==> config.mk <==
export PLATFORM = sky130hd
export DESIGN_NAME = sync_word_packet_deframer_unit_flat
export DESIGN_NICKNAME = d
export VERILOG_FILES = /design/src/hw/rtl/swpd_pkg.sv /design/src/hw/rtl/swpd_byte_if.sv /design/src/hw/rtl/swpd_item_if.sv /design/src/hw/rtl/sync_word_packet_deframer_unit.sv /design/src/flat_wrapper.sv
export SDC_FILE = /design/constraint.sdc
export NUM_CORES = 1
export LEC_CHECK = 0
export ABC_CLOCK_PERIOD_IN_PS = 10200
export BUFFER_PORTS_ARGS = -buffer_cell sky130_fd_sc_hd__buf_2
export CORE_ASPECT_RATIO = 2
export CORE_MARGIN = 1
export CORE_UTILIZATION = 30
export CTS_CLUSTER_SIZE = 20
export DETAILED_ROUTE_END_ITERATION = 6
export GPL_TIMING_DRIVEN = 1
export HOLD_SLACK_MARGIN = 0.1
export PLACE_DENSITY = 0.47
export REMOVE_ABC_BUFFERS = 1
export SYNTH_ARGS = -nofsm -noshare
export SYNTH_HDL_FRONTEND = slang
export SYNTH_SLANG_ARGS = --single-unit
==> constraint.sdc <==
create_clock -name clk -period 10.2 [get_ports clk]
set_input_delay 1.02 -clock clk [delete_from_list [all_inputs] [get_ports clk]]
set_output_delay 1.02 -clock clk [all_outputs]
set_load 0.02 [all_outputs]
==> src/hw/rtl/swpd_pkg.sv <==
// shared constants and codes for the sync word packet deframer
package swpd_pkg;

    localparam logic [7:0] SYNC_A = 8'hFF;
    localparam logic [7:0] SYNC_B = 8'hAA;

    localparam int HEADER_BYTES = 6;
    localparam int POS_W        = 15;
    localparam int END_W        = 16;
    localparam int COUNT_W      = 14;
    localparam int NUMBER_W     = 13;
    localparam int HELD_W       = 40;

    localparam logic [1:0] KIND_HEADER = 2'd0;
    localparam logic [1:0] KIND_SAMPLE = 2'd1;
    localparam logic [1:0] KIND_END    = 2'd2;

endpackage

==> src/hw/rtl/swpd_byte_if.sv <==
// received byte channel
interface swpd_byte_if;

    logic       valid;
    logic       ready;
    logic [7:0] rx_byte;

    modport source (output valid, output rx_byte, input ready);
    modport sink   (input valid, input rx_byte, output ready);

endinterface

==> src/hw/rtl/swpd_item_if.sv <==
// decoded item channel
interface swpd_item_if;

    logic                              valid;
    logic                              ready;
    logic [1:0]                        item_kind;
    logic [15:0]                       depth_index;
    logic signed [15:0]                temp_centi;
    logic [15:0]                       drive_centivolts;
    logic [15:0]                       sample_value;
    logic [swpd_pkg::NUMBER_W-1:0]     sample_number;
    logic                              checksum_ok;

    modport source (
        output valid, output item_kind, output depth_index, output temp_centi,
        output drive_centivolts, output sample_value, output sample_number,
        output checksum_ok, input ready
    );
    modport sink (
        input valid, input item_kind, input depth_index, input temp_centi,
        input drive_centivolts, input sample_value, input sample_number,
        input checksum_ok, output ready
    );

endinterface

==> src/hw/rtl/sync_word_packet_deframer_unit.sv <==
// sync word packet deframer top level: sync hunt, header and sample decode, xor check
//
// channel    dir  handshake      payload
// rx         in   valid/ready    rx_byte
// item       out  valid/ready    item_kind, header fields, sample fields, checksum_ok
// cfg        in   cfg_we         cfg_data (sample_count)
//
// one word per cycle unless rx stalls; each accepted word is decoded in the cycle
// it is taken and its result, if any, appears in the output register on the next cycle
// rx stalls only while a result sits in the output register and item.ready is low
// reset clears the hunt state, payload position and checksum; sample_count resets to 5000
module sync_word_packet_deframer_unit #(
    parameter int MAX_SAMPLES = 8192
) (
    input  logic                            clk,
    input  logic                            rst_n,
    input  logic                            cfg_we,
    input  logic [swpd_pkg::COUNT_W-1:0]    cfg_data,
    swpd_byte_if.sink                       rx,
    swpd_item_if.source                     item
);

    localparam logic [1:0] PH_HUNT = 2'd0;
    localparam logic [1:0] PH_FF   = 2'd1;
    localparam logic [1:0] PH_FFFF = 2'd2;

    localparam logic [swpd_pkg::POS_W-1:0] MAX_CNT = swpd_pkg::POS_W'(MAX_SAMPLES);
    localparam logic [swpd_pkg::POS_W-1:0] HDR_LAST =
        swpd_pkg::POS_W'(swpd_pkg::HEADER_BYTES - 1);
    localparam logic [swpd_pkg::POS_W-1:0] HDR_BYTES =
        swpd_pkg::POS_W'(swpd_pkg::HEADER_BYTES);

    logic [swpd_pkg::COUNT_W-1:0]   count_reg;
    logic [1:0]                     phase_reg, phase_next;
    logic                           in_payload_reg, in_payload_next;
    logic [swpd_pkg::POS_W-1:0]     pos_reg, pos_next;
    logic [7:0]                     xor_reg, xor_next;
    logic [swpd_pkg::HELD_W-1:0]    held_reg, held_next;

    logic                           out_valid_reg, out_valid_next;
    logic [1:0]                     kind_reg, kind_next;
    logic [15:0]                    depth_reg, depth_next;
    logic [15:0]                    temp_reg, temp_next;
    logic [15:0]                    drive_reg, drive_next;
    logic [15:0]                    sample_reg, sample_next;
    logic [swpd_pkg::NUMBER_W-1:0]  number_reg, number_next;
    logic                           ok_reg, ok_next;

    logic                           take;
    logic [7:0]                     b;
    logic [swpd_pkg::POS_W-1:0]     count_ext;
    logic [swpd_pkg::POS_W-1:0]     eff_count;
    logic [swpd_pkg::END_W-1:0]     end_pos;
    logic                           at_end;
    logic [swpd_pkg::POS_W-1:0]     pos_rel;

    assign rx.ready = !out_valid_reg || item.ready;
    assign take     = rx.valid && rx.ready;
    assign b        = rx.rx_byte;

    // clamp the count into 1..MAX_SAMPLES
    assign count_ext = swpd_pkg::POS_W'(count_reg);
    always_comb
    begin
        if (count_ext == '0)
            eff_count = swpd_pkg::POS_W'(1);
        else if (count_ext > MAX_CNT)
            eff_count = MAX_CNT;
        else
            eff_count = count_ext;
    end

    assign end_pos = swpd_pkg::END_W'(swpd_pkg::HEADER_BYTES) + {eff_count, 1'b0};
    assign at_end  = swpd_pkg::END_W'(pos_reg) >= end_pos;
    assign pos_rel = pos_reg - HDR_BYTES;

    always_comb
    begin
        phase_next      = phase_reg;
        in_payload_next = in_payload_reg;
        pos_next        = pos_reg;
        xor_next        = xor_reg;
        held_next       = held_reg;
        out_valid_next  = out_valid_reg && !item.ready;
        kind_next       = kind_reg;
        depth_next      = depth_reg;
        temp_next       = temp_reg;
        drive_next      = drive_reg;
        sample_next     = sample_reg;
        number_next     = number_reg;
        ok_next         = ok_reg;

        if (take)
        begin
            if (!in_payload_reg)
            begin
                if (phase_reg == PH_FFFF && b == swpd_pkg::SYNC_B)
                begin
                    phase_next      = PH_HUNT;
                    in_payload_next = 1'b1;
                    pos_next        = '0;
                    xor_next        = '0;
                end
                else if (b == swpd_pkg::SYNC_A)
                    phase_next = (phase_reg == PH_HUNT) ? PH_FF : PH_FFFF;
                else
                    phase_next = PH_HUNT;
            end
            else if (at_end)
            begin
                out_valid_next  = 1'b1;
                kind_next       = swpd_pkg::KIND_END;
                depth_next      = '0;
                temp_next       = '0;
                drive_next      = '0;
                sample_next     = '0;
                number_next     = '0;
                ok_next         = (xor_reg == b);
                in_payload_next = 1'b0;
                pos_next        = '0;
                phase_next      = PH_HUNT;
            end
            else
            begin
                xor_next  = xor_reg ^ b;
                pos_next  = pos_reg + swpd_pkg::POS_W'(1);
                held_next = {held_reg[swpd_pkg::HELD_W-9:0], b};
                if (pos_reg == HDR_LAST)
                begin
                    out_valid_next = 1'b1;
                    kind_next      = swpd_pkg::KIND_HEADER;
                    depth_next     = held_reg[39:24];
                    temp_next      = held_reg[23:8];
                    drive_next     = {held_reg[7:0], b};
                    sample_next    = '0;
                    number_next    = '0;
                    ok_next        = 1'b0;
                end
                else if (pos_reg > HDR_LAST && pos_rel[0])
                begin
                    out_valid_next = 1'b1;
                    kind_next      = swpd_pkg::KIND_SAMPLE;
                    depth_next     = '0;
                    temp_next      = '0;
                    drive_next     = '0;
                    sample_next    = {held_reg[7:0], b};
                    number_next    = pos_rel[swpd_pkg::NUMBER_W:1];
                    ok_next        = 1'b0;
                end
            end
        end
    end

    always_ff @(posedge clk or negedge rst_n)
    begin
        if (!rst_n)
        begin
            count_reg      <= swpd_pkg::COUNT_W'(5000);
            phase_reg      <= PH_HUNT;
            in_payload_reg <= 1'b0;
            pos_reg        <= '0;
            xor_reg        <= '0;
            out_valid_reg  <= 1'b0;
        end
        else
        begin
            if (cfg_we)
                count_reg <= cfg_data;
            phase_reg      <= phase_next;
            in_payload_reg <= in_payload_next;
            pos_reg        <= pos_next;
            xor_reg        <= xor_next;
            out_valid_reg  <= out_valid_next;
        end
    end

    always_ff @(posedge clk)
    begin
        held_reg   <= held_next;
        kind_reg   <= kind_next;
        depth_reg  <= depth_next;
        temp_reg   <= temp_next;
        drive_reg  <= drive_next;
        sample_reg <= sample_next;
        number_reg <= number_next;
        ok_reg     <= ok_next;
    end

    assign item.valid            = out_valid_reg;
    assign item.item_kind        = kind_reg;
    assign item.depth_index      = depth_reg;
    assign item.temp_centi       = temp_reg;
    assign item.drive_centivolts = drive_reg;
    assign item.sample_value     = sample_reg;
    assign item.sample_number    = number_reg;
    assign item.checksum_ok      = ok_reg;

`ifndef ASSERT_OFF
    a_hunt_pos_zero: assert property (@(posedge clk) disable iff (!rst_n)
        !in_payload_reg |-> pos_reg == '0)
        else $error("payload position nonzero while hunting");

    a_payload_phase_clear: assert property (@(posedge clk) disable iff (!rst_n)
        in_payload_reg |-> phase_reg == PH_HUNT)
        else $error("sync phase left set inside a payload");

    a_end_leaves_payload: assert property (@(posedge clk) disable iff (!rst_n)
        (take && in_payload_reg && at_end) |=>
            (!in_payload_reg && out_valid_reg && kind_reg == swpd_pkg::KIND_END))
        else $error("checksum word did not close the packet");
`endif

endmodule

==> src/flat_wrapper.sv <==
// flat-port wrapper written by rule: the top's interface ports become plain ports
module sync_word_packet_deframer_unit_flat 
#(
    parameter int MAX_SAMPLES = 8192
)
  (clk, rst_n, cfg_we, cfg_data, rx_valid, rx_rx_byte, rx_ready, item_valid, item_item_kind, item_depth_index, item_temp_centi, item_drive_centivolts, item_sample_value, item_sample_number, item_checksum_ok, item_ready);
  swpd_byte_if rx_i ();
  swpd_item_if item_i ();
  input  logic clk;
  input  logic rst_n;
  input  logic cfg_we;
  input  logic [swpd_pkg::COUNT_W-1:0] cfg_data;
  input wire logic [$bits(rx_i.valid)-1:0] rx_valid;
  input wire logic [$bits(rx_i.rx_byte)-1:0] rx_rx_byte;
  output wire logic [$bits(rx_i.ready)-1:0] rx_ready;
  output wire logic [$bits(item_i.valid)-1:0] item_valid;
  output wire logic [$bits(item_i.item_kind)-1:0] item_item_kind;
  output wire logic [$bits(item_i.depth_index)-1:0] item_depth_index;
  output wire logic [$bits(item_i.temp_centi)-1:0] item_temp_centi;
  output wire logic [$bits(item_i.drive_centivolts)-1:0] item_drive_centivolts;
  output wire logic [$bits(item_i.sample_value)-1:0] item_sample_value;
  output wire logic [$bits(item_i.sample_number)-1:0] item_sample_number;
  output wire logic [$bits(item_i.checksum_ok)-1:0] item_checksum_ok;
  input wire logic [$bits(item_i.ready)-1:0] item_ready;
  assign rx_i.valid = rx_valid;
  assign rx_i.rx_byte = rx_rx_byte;
  assign rx_ready = rx_i.ready;
  assign item_valid = item_i.valid;
  assign item_item_kind = item_i.item_kind;
  assign item_depth_index = item_i.depth_index;
  assign item_temp_centi = item_i.temp_centi;
  assign item_drive_centivolts = item_i.drive_centivolts;
  assign item_sample_value = item_i.sample_value;
  assign item_sample_number = item_i.sample_number;
  assign item_checksum_ok = item_i.checksum_ok;
  assign item_i.ready = item_ready;
  sync_word_packet_deframer_unit #(.MAX_SAMPLES(MAX_SAMPLES)) u_core (.clk(clk), .rst_n(rst_n), .cfg_we(cfg_we), .cfg_data(cfg_data), .rx(rx_i), .item(item_i));
endmodule
Word level (Yosys, flattened, before mapping)
Cells that the tools add are included.

Bits of input ports: 27. Register bits: 161. Word-level logic and storage cells: 79. Output and inout port bits: 82.

Add/sub/neg operators: 3. Magnitude comparators: 3. Mux-type cells: 32. Equality and inequality tests: 7. Reductions and logical operators: 17. Bitwise gates (word level): 2.

Operators by type and width (number): 16-bit two-way mux (5); 15-bit two-way mux (3); 14-bit two-way mux (2); 8-bit two-way mux (3); 3-bit by 15-bit adder with 16-bit output (first input constant) (1); 8-bit == test (second input constant) (2); 15-bit by 16-bit greater-or-equal comparator with 1-bit output (1); 15-bit by 1-bit adder with 15-bit output (second input constant) (1); 15-bit by 3-bit == test with 1-bit output (second input constant) (1); 15-bit by 3-bit > comparator with 1-bit output (second input constant) (1); 15-bit logical NOT (1); 14-bit > comparator (second input constant) (1); 2-bit two-way mux (7); 14-bit by 3-bit subtractor with 14-bit output (second input constant) (1); 13-bit two-way mux (1); 1-bit two-way mux (11); 3-bit AND reduction (3); 8-bit == test (1); 8-bit bitwise XOR (1); 1-bit logical AND (4); 2-bit != test (second input constant) (2); 2-bit AND reduction (2); 3-bit nonzero test (1); 2-bit == test (second input constant) (1); other kinds (6) (7).

Logic depth before layout (Yosys ltp)
Depth in word-level cells: 8. Depth in mapped cells: 21. Mapped depth without buffers: 17.

Least setup slack after synthesis
No wires, ideal clock.

Kind: register to register. Start: register u_core.count_reg[6] in the netlist's numbering. End: register u_core.ok_reg, in the netlist u_core.item.checksum_ok, enable pin. Stages on the path, launching flop included: 20. Setup time: 545 ps. Arrival time: 7219 ps. Setup slack: 2436 ps. Path through: dfrtp_1 -> clkbuf_1 -> nor4_1 -> nand4_1 -> a21o_1 -> ha_1 -> nor2_1 -> nand3_1 -> nor2_1 -> xor2_1 -> nand2_1 -> ha_1 -> nand4_1 -> a2111o_1 -> and3_1 -> buf_2 -> buf_2 -> nand2_2 -> inv_2 -> a21oi_1.

Word-level cells in the longest chain between the ends: 7.

Ends and longest elaborated chain: start, declared (RTL line sync_word_packet_deframer_unit.sv:33) `logic [swpd_pkg::COUNT_W-1:0] count_reg;`; start signal, assigned (RTL line sync_word_packet_deframer_unit.sv:158) `count_reg <= swpd_pkg::COUNT_W'(5000);`; start signal, assigned (RTL line sync_word_packet_deframer_unit.sv:168) `count_reg <= cfg_data;`; 14-bit > comparator (RTL line sync_word_packet_deframer_unit.sv:67) `else if (count_ext > MAX_CNT)`; 14-bit two-way mux (RTL line sync_word_packet_deframer_unit.sv:67); 14-bit two-way mux * (RTL line sync_word_packet_deframer_unit.sv:65) `if (count_ext == '0)`; 3-bit by 15-bit adder with 16-bit output * (RTL line sync_word_packet_deframer_unit.sv:73) `assign end_pos = swpd_pkg::END_W'(swpd_pkg::HEADER_BYTES) + {eff_count, 1'b0};`; 15-bit by 16-bit greater-or-equal comparator with 1-bit output * (RTL line sync_word_packet_deframer_unit.sv:74) `assign at_end = swpd_pkg::END_W'(pos_reg) >= end_pos;`; 3-bit nonzero test (no source line) *; 3-bit AND reduction (no source line) *; end signal, assigned (RTL line sync_word_packet_deframer_unit.sv:186) `ok_reg <= ok_next;`; end, declared (RTL line sync_word_packet_deframer_unit.sv:47) `logic ok_reg, ok_next;`.

Mark *: on every way between the ends. The rest lies on a longest branch, timed or not. A chain may end at the register's enable or synchronous reset.

Final worst setup path
Start: register u_core.count_reg[11] in the netlist's numbering. End: register u_core.held_reg[7] in the netlist's numbering, enable pin.

Word-level cells in the longest chain between the ends: 7.

Ends and longest elaborated chain: 14-bit > comparator (RTL line sync_word_packet_deframer_unit.sv:67); 14-bit two-way mux (RTL line sync_word_packet_deframer_unit.sv:67); 14-bit two-way mux * (RTL line sync_word_packet_deframer_unit.sv:65); 3-bit by 15-bit adder with 16-bit output * (RTL line sync_word_packet_deframer_unit.sv:73); 15-bit by 16-bit greater-or-equal comparator with 1-bit output * (RTL line sync_word_packet_deframer_unit.sv:74); 1-bit NOT (no source line) *; 3-bit AND reduction (no source line) *; end signal, assigned (RTL line sync_word_packet_deframer_unit.sv:179) `held_reg <= held_next;`; end, declared (RTL line sync_word_packet_deframer_unit.sv:38) `logic [swpd_pkg::HELD_W-1:0] held_reg, held_next;`.

Marked as above.

==> metrics.txt <==
status complete, but fails checks; failing checks DRC; Clock Tree Buf Depth 2; routability congestion estimate 0.9065; R2R cell count 17; Clk pin slew, worst setup/hold paths 0.06 ns; RSZ-0062 raised after global routing no; Max Cap Viol 0; hpwl dp 11280 um; Num CTS Buffers 17; wire per inst 16.81 um; maximum vdd ir drop 102.5 uV; setup TNS 0 ns; global-route wire length before repair 25360 um; Layout area overhead 19.66%; Hold Crit Endpoint u_core.held_reg[19]$_DFFE_PP_; vias per cell 4.804; Vias 4554; Syn Area/Cell 12.89 sq um; DRT Pass-1 Iters 7; Nets 699; core area 23330 sq um; CTS-repair resized insts 0; gr ovfl total 0; share of cells above drive strength 1 24.96%; number of synthesized register bits 161; Worst Setup Path Type register to register; final setup violation count 0; All-Layer GR Usage 13.74%; post-synth top area share 50.47%; Worst Setup Start Kind register; Crit Reg-Reg Endpoint u_core.held_reg[7]$_DFFE_PP_; Synth cell types 57; hold depth 0; Worst Path Arrival 5.76 ns; Synth top cells by count edfxtp_1, nor2_1, and2_1, nand2_1, dfrtp_1; Leakage 0.003187 uW; clk_lat worst skew 0.43 ns; site row count 79; Root Buffer clkbuf_16; IO Pins 109; async set-reset flop share out of synthesis 25.47%; Final Cell Area 8543 sq um; post-synthesis sequential area ratio 64.93%; n_diodes 0; Crit-path slowest cell and3_1; htree depth 4; GR Util met1 13.48%; synth top area cells edfxtp_1, dfrtp_1, and2_1, ha_1, nor2_1; worst rel slew slack 27.65%; setup bufs post-CTS 0; Initial Utilization 30.61%; initial antenna violation count 0; Fin Clk Skew 0.009524 ns; DRT Wirelength 15940 um; Iter 0 DRT Violations 292; worst path cell trace nor3_1 > nand4_1 > a21o_1 > ha_1 > nor2_1 > nand3_1 > nor3_1 > xnor2_1 > nand2b_1 > ha_1 > nand3_1 > nor2_1 > a2111oi_0 > and3_1 > inv_2 > nor2_4 > buf_4; Port Buffer Count 108; critical path capture point type register; Final ANT Viol Nets 0; min Tclk post-route 5.661 ns; RR Startpoint u_core.count_reg[11]$_DFFE_PN0P_; Final Hold Fails 0; DRC viols 24; Post-DP Area 7904 sq um; Main synth FF type edfxtp_1; cell area after synthesis 7139 sq um; Max Freq 176.6 MHz; cell taking the most area after synthesis edfxtp_1; GRT busiest layer met2; vias in the first global route 4764; die area 24460 sq um; Sink Count 161; Slew @ Worst Pin 1.085 ns; Syn Inst Count 554; CTS tree done; Hold WC Path Type register to register; met2 Track Usage GR 26.23%; met3 GRT Util 3.917%; fill count 2244; Hold Startpoint u_core.held_reg[11]$_DFFE_PP_; max reg flops 40; Post-synth EDFFs 120; final period utilization 55.50%; chip height 220.2 um; Yosys warnings 0; crit-path max cell delay 0.86 ns; CP required 10.30 ns; flop-to-flop setup slack 4.54 ns; largest net degree at the start of global routing 81; most numerous cell in the Yosys netlist edfxtp_1; Hold-fix buffers, CTS 0; critical path fanouts, max 25; Slew Viols, Final 0; Die Width 111.1 um; Pwr Density 172.3 nW/um^2
[final cells by class]
| type | count | area [sq um] | area share (%) |
|---|---|---|---|
| multi-input combinational | 349 | 2302 | 26.95 |
| clock buffer | 18 | 429.2 | 5.023 |
| tap | 283 | 354.1 | 4.145 |
| clock inverter | 13 | 210.2 | 2.460 |
| timing repair buffer | 111 | 563.0 | 6.591 |
| sequential | 161 | 4636 | 54.26 |
| inverter | 13 | 48.80 | 0.5712 |
[layout by cell type, fill, tap and decap left out, types with 7 or more instances in the layout]
master	Yosys	final
dfrtp_1	36	36
inv_1	11	11
nand3_1	12	12
nor4_1	9	9
clkbuf_16	0	17
nor2_1	51	50
mux2_2	12	12
ha_1	19	19
edfxtp_1	120	120
nor2b_1	7	7
xnor2_1	16	16
and2_1	45	45
and3_1	16	16
nand2_1	38	38
buf_2	5	108
a21oi_1	17	16
nand4_1	11	11
xor2_1	15	15
nor3_1	16	16
[worst max-delay path by stage]
stage / from / end / slack [ns] / depth (start not counted)
5_1_grt: u_core.count_reg[7]$_DFFE_PN1P_ / u_core.held_reg[1]$_DFFE_PP_ / 4.05 / 16
2_1_floorplan: u_core.count_reg[2]$_DFFE_PN0P_ / u_core.item.checksum_ok$_SDFFCE_PN0P_ / 2.39 / 16
3_5_place_dp: u_core.count_reg[11]$_DFFE_PN0P_ / u_core.held_reg[23]$_DFFE_PP_ / 4.39 / 17
3_3_place_gp: u_core.count_reg[11]$_DFFE_PN0P_ / u_core.held_reg[39]$_DFFE_PP_ / 4.66 / 17
4_1_cts: u_core.count_reg[11]$_DFFE_PN0P_ / u_core.held_reg[15]$_DFFE_PP_ / 4.42 / 17
6_report: u_core.count_reg[11]$_DFFE_PN0P_ / u_core.held_reg[7]$_DFFE_PP_ / 4.54 / 17
[routing by layer]
layer,vias up,wire length [um]
met2,122,8856
met3,19,738
li1,2201,-
met4,0,324
met1,2212,6015
met5,-,0
[stage by stage]
| stage | utilization (%) | worst slack, ns | cells | power (uW) | hold slack [ns] |
|---|---|---|---|---|---|
| 6_report | 36.62 | 4.539 | 948 | 1472 | 0.4445 |
| 3_5_place_dp | 33.88 | 4.392 | 917 | 792.6 | 0.4277 |
| 4_1_cts | 36.62 | 4.425 | 948 | 1493 | 0.4438 |
| 5_1_grt | 36.62 | 4.050 | 948 | 1524 | 0.4587 |
| 2_1_floorplan | - | 2.392 | 523 | 766.5 | 0.4174 |
| 3_3_place_gp | 33.88 | 4.664 | 917 | 790.4 | 0.4257 |
[power by group]
part	internal (uW)	leakage, uW	total [uW]	switching, uW
registers	708	0.00148	719	10.9
clock network	434	0.000302	694	260
logic	25.8	0.00140	59.5	33.7
total	1170	0.00319	1470	304
[kinds of logic after synthesis]
kind of cell	synth area share [%]
and+or+nand+nor	17.28
DFF	64.93
AOI/OAI and AO/OA	5.538
buffers and inverters	3.084
xor gates and xnor gates	3.803
adders and majority gates	3.330
muxes	2.033
[worst max-delay path: cells and delay by family (launching register included)]
kind	cells	cell delay (ns)
compound gates	2	0.61
xor+xnor	1	0.14
fa+ha+maj	2	0.51
buf+inv	2	0.81
flops	1	0.41
simple gates	10	2.82
No activity file was read; power rests on OpenSTA's default activity.
